==> config.mk <==
export PLATFORM = sky130hd
export DESIGN_NAME = json_object_stream_framer_unit
export DESIGN_NICKNAME = d
export VERILOG_FILES = /design/src/jsf_pkg.sv /design/src/json_object_stream_framer_unit.sv /design/src/jsf_in_stage.sv /design/src/jsf_scan.sv
export SDC_FILE = /design/constraint.sdc
export NUM_CORES = 1
export LEC_CHECK = 0
export BUFFER_PORTS_ARGS = -buffer_cell sky130_fd_sc_hd__buf_2
export CORE_MARGIN = 5
export CORE_UTILIZATION = 46
export DETAILED_ROUTE_END_ITERATION = 10
export SLEW_MARGIN = 0
export SYNTH_ARGS = -nofsm -noshare
export SYNTH_HDL_FRONTEND = slang
export SYNTH_SLANG_ARGS = --single-unit
==> constraint.sdc <==
create_clock -name clk -period 3.3 [get_ports clk]
set_clock_uncertainty 0.1 [all_clocks]
set_input_delay 0.33 -clock clk [delete_from_list [all_inputs] [get_ports clk]]
set_output_delay 0.33 -clock clk [all_outputs]
set_load 0.1 [all_outputs]
==> src/jsf_pkg.sv <==
// Shared types and character codes for the JSON object stream framer.
// No dependencies; imported by every module of the framer.
`default_nettype none

package jsf_pkg;

  localparam logic [7:0] CH_LBRACE = 8'h7B;
  localparam logic [7:0] CH_RBRACE = 8'h7D;
  localparam logic [7:0] CH_BSLASH = 8'h5C;
  localparam logic [7:0] CH_QUOTE  = 8'h22;

  // one text byte as it moves from the input register to the scanner
  typedef struct packed {
    logic [7:0] text;
    logic       chunk_end;
  } jsf_item_t;

endpackage

`default_nettype wire

==> src/json_object_stream_framer_unit.sv <==
// An accepted byte reaches its result item via the input register, then the result register.
// One byte per cycle unless out_stall holds; the single scan stage updates all framing state.
// Bytes outside an object are consumed and give no result item.
// Reset (synchronous, rst_n low) clears both valid flags, the three framing flags and the
// brace balance.
// Depends on jsf_pkg, jsf_in_stage and jsf_scan.
`default_nettype none

module json_object_stream_framer_unit
  import jsf_pkg::*;
#(
  parameter int BALANCE_BITS = 16
) (
  input  wire logic       clk,
  input  wire logic       rst_n,
  input  wire logic       in_valid,
  output logic            in_stall,
  input  wire logic [7:0] in_byte,
  input  wire logic       in_chunk_end,
  output logic            out_valid,
  input  wire logic       out_stall,
  output logic [7:0]      out_byte,
  output logic            out_object_end
);

  logic      item_valid;
  jsf_item_t item;
  logic      take;

  jsf_in_stage u_in_stage (
    .clk          (clk),
    .rst_n        (rst_n),
    .in_valid     (in_valid),
    .in_stall     (in_stall),
    .in_byte      (in_byte),
    .in_chunk_end (in_chunk_end),
    .take         (take),
    .item_valid   (item_valid),
    .item         (item)
  );

  jsf_scan #(
    .BALANCE_BITS (BALANCE_BITS)
  ) u_scan (
    .clk            (clk),
    .rst_n          (rst_n),
    .item_valid     (item_valid),
    .item           (item),
    .take           (take),
    .out_valid      (out_valid),
    .out_stall      (out_stall),
    .out_byte       (out_byte),
    .out_object_end (out_object_end)
  );

endmodule

`default_nettype wire

==> src/jsf_in_stage.sv <==
// Input register of the framer: holds one accepted byte until the scanner takes it.
// Depends on jsf_pkg for the item type.
`default_nettype none

module jsf_in_stage
  import jsf_pkg::*;
(
  input  wire logic       clk,
  input  wire logic       rst_n,
  input  wire logic       in_valid,
  output logic            in_stall,
  input  wire logic [7:0] in_byte,
  input  wire logic       in_chunk_end,
  input  wire logic       take,
  output logic            item_valid,
  output jsf_item_t       item
);

  logic      valid_r;
  jsf_item_t item_r;
  logic      load;

  // refill whenever the slot is empty or its item moves on this cycle
  assign load     = !valid_r || take;
  assign in_stall = !load;

  always_ff @(posedge clk) begin
    if (!rst_n) begin
      valid_r <= 1'b0;
    end else if (load) begin
      valid_r <= in_valid;
    end
  end

  always_ff @(posedge clk) begin
    if (load && in_valid) begin
      item_r.text      <= in_byte;
      item_r.chunk_end <= in_chunk_end;
    end
  end

  assign item_valid = valid_r;
  assign item       = item_r;

endmodule

`default_nettype wire

==> src/jsf_scan.sv <==
// Framing state (object, string, escape flags and brace balance) and the result register.
// Depends on jsf_pkg for character codes and the item type.
`default_nettype none

module jsf_scan
  import jsf_pkg::*;
#(
  parameter int BALANCE_BITS = 16
) (
  input  wire logic       clk,
  input  wire logic       rst_n,
  input  wire logic       item_valid,
  input  wire jsf_item_t  item,
  output logic            take,
  output logic            out_valid,
  input  wire logic       out_stall,
  output logic [7:0]      out_byte,
  output logic            out_object_end
);

  logic                    object_open_r, object_open_nxt;
  logic                    inside_string_r, inside_string_nxt;
  logic                    backslash_armed_r, backslash_armed_nxt;
  logic [BALANCE_BITS-1:0] brace_balance_r, brace_balance_nxt;
  logic                    out_valid_r;
  logic [7:0]              out_byte_r;
  logic                    out_object_end_r;

  logic                    is_lbrace, is_rbrace, is_quote, is_bslash;
  logic [BALANCE_BITS-1:0] balance_dec;
  logic                    closes, emit, step;

  assign take = !out_valid_r || !out_stall;
  assign step = item_valid && take;

  always_comb begin
    is_lbrace   = (item.text == CH_LBRACE);
    is_rbrace   = (item.text == CH_RBRACE);
    is_quote    = (item.text == CH_QUOTE);
    is_bslash   = (item.text == CH_BSLASH);
    balance_dec = brace_balance_r - {{(BALANCE_BITS-1){1'b0}}, 1'b1};
    closes      = is_rbrace && !inside_string_r && (balance_dec == '0);

    object_open_nxt   = object_open_r;
    inside_string_nxt = inside_string_r;
    brace_balance_nxt = brace_balance_r;
    if (is_lbrace && !inside_string_r) begin
      object_open_nxt   = 1'b1;
      brace_balance_nxt = brace_balance_r + {{(BALANCE_BITS-1){1'b0}}, 1'b1};
    end else if (is_rbrace && !inside_string_r) begin
      brace_balance_nxt = balance_dec;
      if (closes) begin
        object_open_nxt = 1'b0;
      end
    end else if (is_quote && !backslash_armed_r) begin
      inside_string_nxt = !inside_string_r;
    end
    // an escape never reaches across a chunk boundary
    backslash_armed_nxt = is_bslash && !item.chunk_end;
    emit                = closes || object_open_nxt;
  end

  always_ff @(posedge clk) begin
    if (!rst_n) begin
      object_open_r     <= 1'b0;
      inside_string_r   <= 1'b0;
      backslash_armed_r <= 1'b0;
      brace_balance_r   <= '0;
    end else if (step) begin
      object_open_r     <= object_open_nxt;
      inside_string_r   <= inside_string_nxt;
      backslash_armed_r <= backslash_armed_nxt;
      brace_balance_r   <= brace_balance_nxt;
    end
  end

  always_ff @(posedge clk) begin
    if (!rst_n) begin
      out_valid_r <= 1'b0;
    end else if (take) begin
      out_valid_r <= item_valid && emit;
    end
  end

  always_ff @(posedge clk) begin
    if (step) begin
      out_byte_r       <= item.text;
      out_object_end_r <= closes;
    end
  end

  assign out_valid      = out_valid_r;
  assign out_byte       = out_byte_r;
  assign out_object_end = out_object_end_r;

endmodule

`default_nettype wire
# Word-level counts from Yosys, hierarchy flattened
# Cells that the tools add are included.
# W data, S select, Z words.
[word_totals] out_inout_bits=11 reg_bits=39 wordCells=45
[classes] reduce_logical=22 mux=5 eq_ne=4 bitwise=2 add_sub_neg=2
[ops] operator="$mux W16" n=2
[ops] operator="$eq A8 B7 Y1 const B" n=3
[ops] operator="$add A16 B1 Y16 const B" n=1
[ops] operator="$logic_not A16 Y1" n=1
[ops] operator="$sub A16 B1 Y16 const B" n=1
[ops] operator="$eq A8 B6 Y1 const B" n=1
[ops] operator="$logic_and A1 B1 Y1" n=8
[ops] operator="$logic_not A1 Y1" n=7
[ops] operator="$reduce_and A4 Y1" n=1
[ops] operator="$logic_or A1 B1 Y1" n=3
[ops] operator="$mux W1" n=3
[ops] operator="$not A1 Y1" n=2
[ops] operator="$reduce_and A2 Y1" n=1
[ops] operator="$reduce_bool A2 Y1" n=1

# Logic depth before layout (Yosys ltp)
[depth] ltp_word=8 ltp_mapped=9 ltp_nobuf=7

# Cells and area by module
# Synthesis repeated with hierarchy kept, for this count alone.
[unflattened] hier_cells=226 area_unflattened_um2=2119.5
[by_module_without_submodules] module="jsf_scan" area_per_inst_um2=1801.7 n_inst=1 cells_per_inst=213
[by_module_without_submodules] module="jsf_in_stage" area_per_inst_um2=317.8 n_inst=1 cells_per_inst=13

# Worst setup path before layout
# Ideal clock, no wire load.
[synth_path] path_type="register -> register" startpoint="register u_scan.out_valid_r (netlist: u_scan.out_valid)" endpoint="register u_in_stage.item_r (netlist bit u_in_stage.item[0]), enable pin" period_less_slack_ns=2.714 t_arrival_ns=2.272 setup_slack_ns=0.586 stages_incl_launch_ff=3 cell_sequence="dfxtp_1 and3_1 nor2b_1"
[synth_via] elab_chain_len=4
[synth_lines] element="from (decl)" line_no="jsf_scan.sv:25" rtl="logic out_valid_r;"
[synth_lines] element="from (signal assigned)" line_no="jsf_scan.sv:81" rtl="out_valid_r <= item_valid && emit;"
[synth_lines] element="$logic_not A1 Y1" line_no="jsf_scan.sv:33" rtl="assign take = !out_valid_r || !out_stall;"
[synth_lines] element="$logic_or A1 B1 Y1" line_no="jsf_scan.sv:33"
[synth_lines] element="$logic_or A1 B1 Y1" line_no="jsf_in_stage.sv:24" rtl="assign load = !valid_r || take;"
[synth_lines] element="$logic_and A1 B1 Y1" line_no="jsf_in_stage.sv:36" rtl="if (load && in_valid) begin"
[synth_lines] element="to (decl)" line_no="jsf_in_stage.sv:20" rtl="jsf_item_t item_r;"
# No other way between the ends.
# A chain may end at the register's enable or synchronous reset.

# Final worst setup path
[layout_path] startpoint="register u_scan.brace_balance_r[0]" endpoint="register u_scan.out_valid_r (netlist: u_scan.out_valid)"
[layout_via] elab_chain_len=8
[layout_lines] element="from (decl)" line_no="jsf_scan.sv:24" rtl="logic [BALANCE_BITS-1:0] brace_balance_r, brace_balance_nxt;"
[layout_lines] element="from (signal assigned)" line_no="jsf_scan.sv:73" rtl="brace_balance_r <= brace_balance_nxt;"
[layout_lines] element="$sub A16 B1 Y16 *" line_no="jsf_scan.sv:41" rtl="balance_dec = brace_balance_r - {{(BALANCE_BITS-1){1'b0}}, 1'b1};"
[layout_lines] element="$logic_not A16 Y1 *" line_no="jsf_scan.sv:42" rtl="closes = is_rbrace && !inside_string_r && (balance_dec == '0);"
[layout_lines] element="$logic_and A1 B1 Y1 *" line_no="jsf_scan.sv:42"
[layout_lines] element="$mux W1" line_no="jsf_scan.sv:52" rtl="if (closes) begin"
[layout_lines] element="$mux W1" line_no="jsf_scan.sv:50" rtl="end else if (is_rbrace && !inside_string_r) begin"
[layout_lines] element="$mux W1" line_no="jsf_scan.sv:47" rtl="if (is_lbrace && !inside_string_r) begin"
[layout_lines] element="$logic_or A1 B1 Y1 *" line_no="jsf_scan.sv:60" rtl="emit = closes || object_open_nxt;"
[layout_lines] element="$logic_and A1 B1 Y1 *" line_no="jsf_scan.sv:81"
# Every way passes the cells marked *; elsewhere a longest branch is shown, timed or not.

==> flow_summary.json <==
{
  "antenna_cells": 0,
  "grt-ovfl-total": 0,
  "yosys_warnings": 0,
  "die_y_microns": 81.3,
  "gp_congestion": 0.909,
  "insertion_delay_ns": 0.30,
  "critical_path_class": "flip-flop to flip-flop",
  "route.vias.total": 1946,
  "synth-async-reset-ratio_pct": 0,
  "cts_buffer_depth": 2,
  "top_usage_layer": "met2",
  "status": "finished clean",
  "syn2layout_area_growth_pct": 10.3,
  "syn_area_sq_um": 2340,
  "antenna_found_initial": 0,
  "drive_above_1_share_pct": 17.3,
  "grt_max_degree": 18,
  "cap_violations": 0,
  "post_cts_buffers": 0,
  "maxSlewHeadroom_pct": 46.8,
  "utilization_pct": 51.5,
  "dr.pass1.iters": 4,
  "ys_seq_area_share_pct": 41.1,
  "syn-num-nets": 270,
  "synth_edf_count": 18,
  "hold_class": "input pin to flip-flop",
  "synth_area_leader_cell": "edfxtp_1",
  "cts-root-buf": "clkbuf_8",
  "finalCriticalPeriod_ns": 2.48,
  "drv_slew": 0,
  "cts_tree": "built",
  "p_leak_nw": 0.973,
  "worstPathArrival_ns": 2.58,
  "ctsHoldBuffers": 0,
  "yosys.cell_types.count": 59,
  "synth_cells": 254,
  "die-area_sq_um": 6610,
  "dpl.hpwl_microns": 3840,
  "use_met3_pct": 3.10,
  "synth_area_leaders": "edfxtp_1 23%, dfxtp_1 18%, nand4_1 3.5%",
  "max_freq_mhz": 403,
  "postRouteAntennaNets": 0,
  "finalHoldViolCount": 0,
  "required_ns": 3.39,
  "cts_resized": 0,
  "nets": 281,
  "startpoint_type": "flip-flop",
  "synth_ff_type": "dfxtp_1",
  "end_kind": "flip-flop",
  "grt.total_usage_pct": 18.2,
  "initial_core_util_pct": 46.7,
  "crit_fanout": 10,
  "core-area_sq_um": 5010,
  "avgSynthCellArea_sq_um": 9.21,
  "min_period_over_period_pct": 75.3,
  "num_rows": 26,
  "h-tree-depth": 2,
  "vias_per_cell": 5.79,
  "port_buffers": 23,
  "drt_iter0_drc": 257,
  "tightest_slew_ns": 0.796,
  "synth_top_area_share_pct": 23.1,
  "wl_per_cell_microns": 16.5,
  "use_met1_pct": 25.4,
  "grt_pass1_vias": 1846,
  "clk_pin_slew_ns": 0.08,
  "setup_violations": 0,
  "power_density_nw_per_um2": 391,
  "cts.sinks": 39,
  "drc": 0,
  "grt_use_met2_pct": 28.3,
  "grt_pass1_wl_microns": 9220,
  "irDropWorstVdd_v": 0.000188,
  "fin_tns_setup_ns": 0,
  "cts_buffers": 5,
  "io_pins": 24,
  "die_w_microns": 81.3,
  "rsz0062_at_grt": "no",
  "totalWireLength_microns": 5530,
  "ys_ff_latch": 39
}
-- worst paths after layout --
check                                                start                         end  slack (ns)  cells after the start
worst max-delay path             u_scan.brace_balance_r[0]            u_scan.out_valid        0.82                      7
worst min-delay path                          in_chunk_end          u_in_stage.item[0]         0.1                      1
worst max register to register   u_scan.brace_balance_r[0]            u_scan.out_valid        0.82                      7
worst min register to register  u_scan.brace_balance_r[15]  u_scan.brace_balance_r[15]        0.39                      2
-- registers in the layout (all words and copies together), names as in the netlist --
name and count:
u_in_stage.item 9, u_in_stage.item_valid 1, u_scan.backslash_armed_r 1, u_scan.brace_balance_r 16, u_scan.inside_string_r 1, u_scan.object_open_r 1, u_scan.out_byte 8, u_scan.out_object_end 1
u_scan.out_valid 1
-- synthesized netlist by cell type (4+ instances only) --
master,instances
nand2b_1,5
and4_1,4
xor2_1,5
xnor2_1,5
o21ai_0,8
nor3_1,10
inv_1,4
or3_1,5
mux2i_1,7
edfxtp_1,18
clkbuf_1,14
nor2b_1,5
and3_1,8
a21oi_1,15
nor2_1,19
nand2_1,14
buf_2,6
dfxtp_1,21
nand4_1,13
nand3_1,12
-- layout make-up --
type	instances	area, sq um
Clock buffer	6	72.6
Clock inverter	2	37.5
Fill cell	493	2430
Inverter	4	15.0
Multi-Input combinational cell	188	1260
Sequential cell	39	961
Tap cell	70	87.6
Timing Repair Buffer	27	145
-- where the power goes --
group	leakage, nW	switching (mW)	internal, mW
logic	0.579	0.0618	0.0181
clock network	0.0514	0.176	0.226
registers	0.343	0.00765	0.518
total	0.973	0.246	0.762
-- cell usage in the layout (no fill, tap or decap), types with 3 or more instances in the layout --
cell type,netlist,routed
a211o_1,3,3
a21oi_1,15,15
a31oi_1,3,3
and3_1,8,8
and4_1,4,4
buf_2,6,23
buf_4,0,4
clkbuf_8,0,5
dfxtp_1,21,21
edfxtp_1,18,18
ha_1,3,3
inv_1,4,4
mux2i_1,7,7
nand2_1,14,14
nand2b_1,5,5
nand3_1,12,12
nand4_1,13,13
nor2_1,19,19
nor2b_1,5,5
nor3_1,10,10
nor4_1,3,3
o21a_1,3,3
o21ai_0,8,8
o221a_2,3,3
o31ai_1,3,3
or3_1,5,5
xnor2_1,5,5
xor2_1,5,5
-- metal layers --
metal  wire (microns)  part of all wire, %
met1             2620                   47
met2             2580                   47
met3              239                  4.3
met4               95                  1.7
met5                0                    0
-- through the flow --
step / worst slack [ns] / hold slack, ns / power, mW / cells / area (sq um)
after floorplan: 0.586 / 0.329 / 0.595 / 254 / 2340
after global placement: 0.872 / 0.367 / 0.617 / 328 / 2470
after detailed placement: 0.868 / 0.387 / 0.618 / 328 / 2470
after CTS: 0.837 / 0.0910 / 1.02 / 336 / 2580
after global routing: 0.632 / 0.0885 / 1.05 / 336 / 2580
final: 0.816 / 0.0994 / 1.01 / 336 / 2580
-- logic make-up after synthesis --
family | after synthesis | share of synthesized area (%)
simple gates | 114 | 29.0
compound gates | 54 | 16.5
flops | 39 | 41.1
buf+inv | 27 | 5.03
xor+xnor | 10 | 3.74
mux | 7 | 2.99
fa+ha+maj | 3 | 1.60
-- worst max-delay path: stages, from the launching register on --
cell	delay [ns]
dfxtp_1	0.41
inv_1	0.10
ha_1	0.34
or4b_4	0.55
or3_1	0.35
and3_1	0.18
and4_4	0.20
a21o_1	0.15
(Power assumes the default switching activity.)
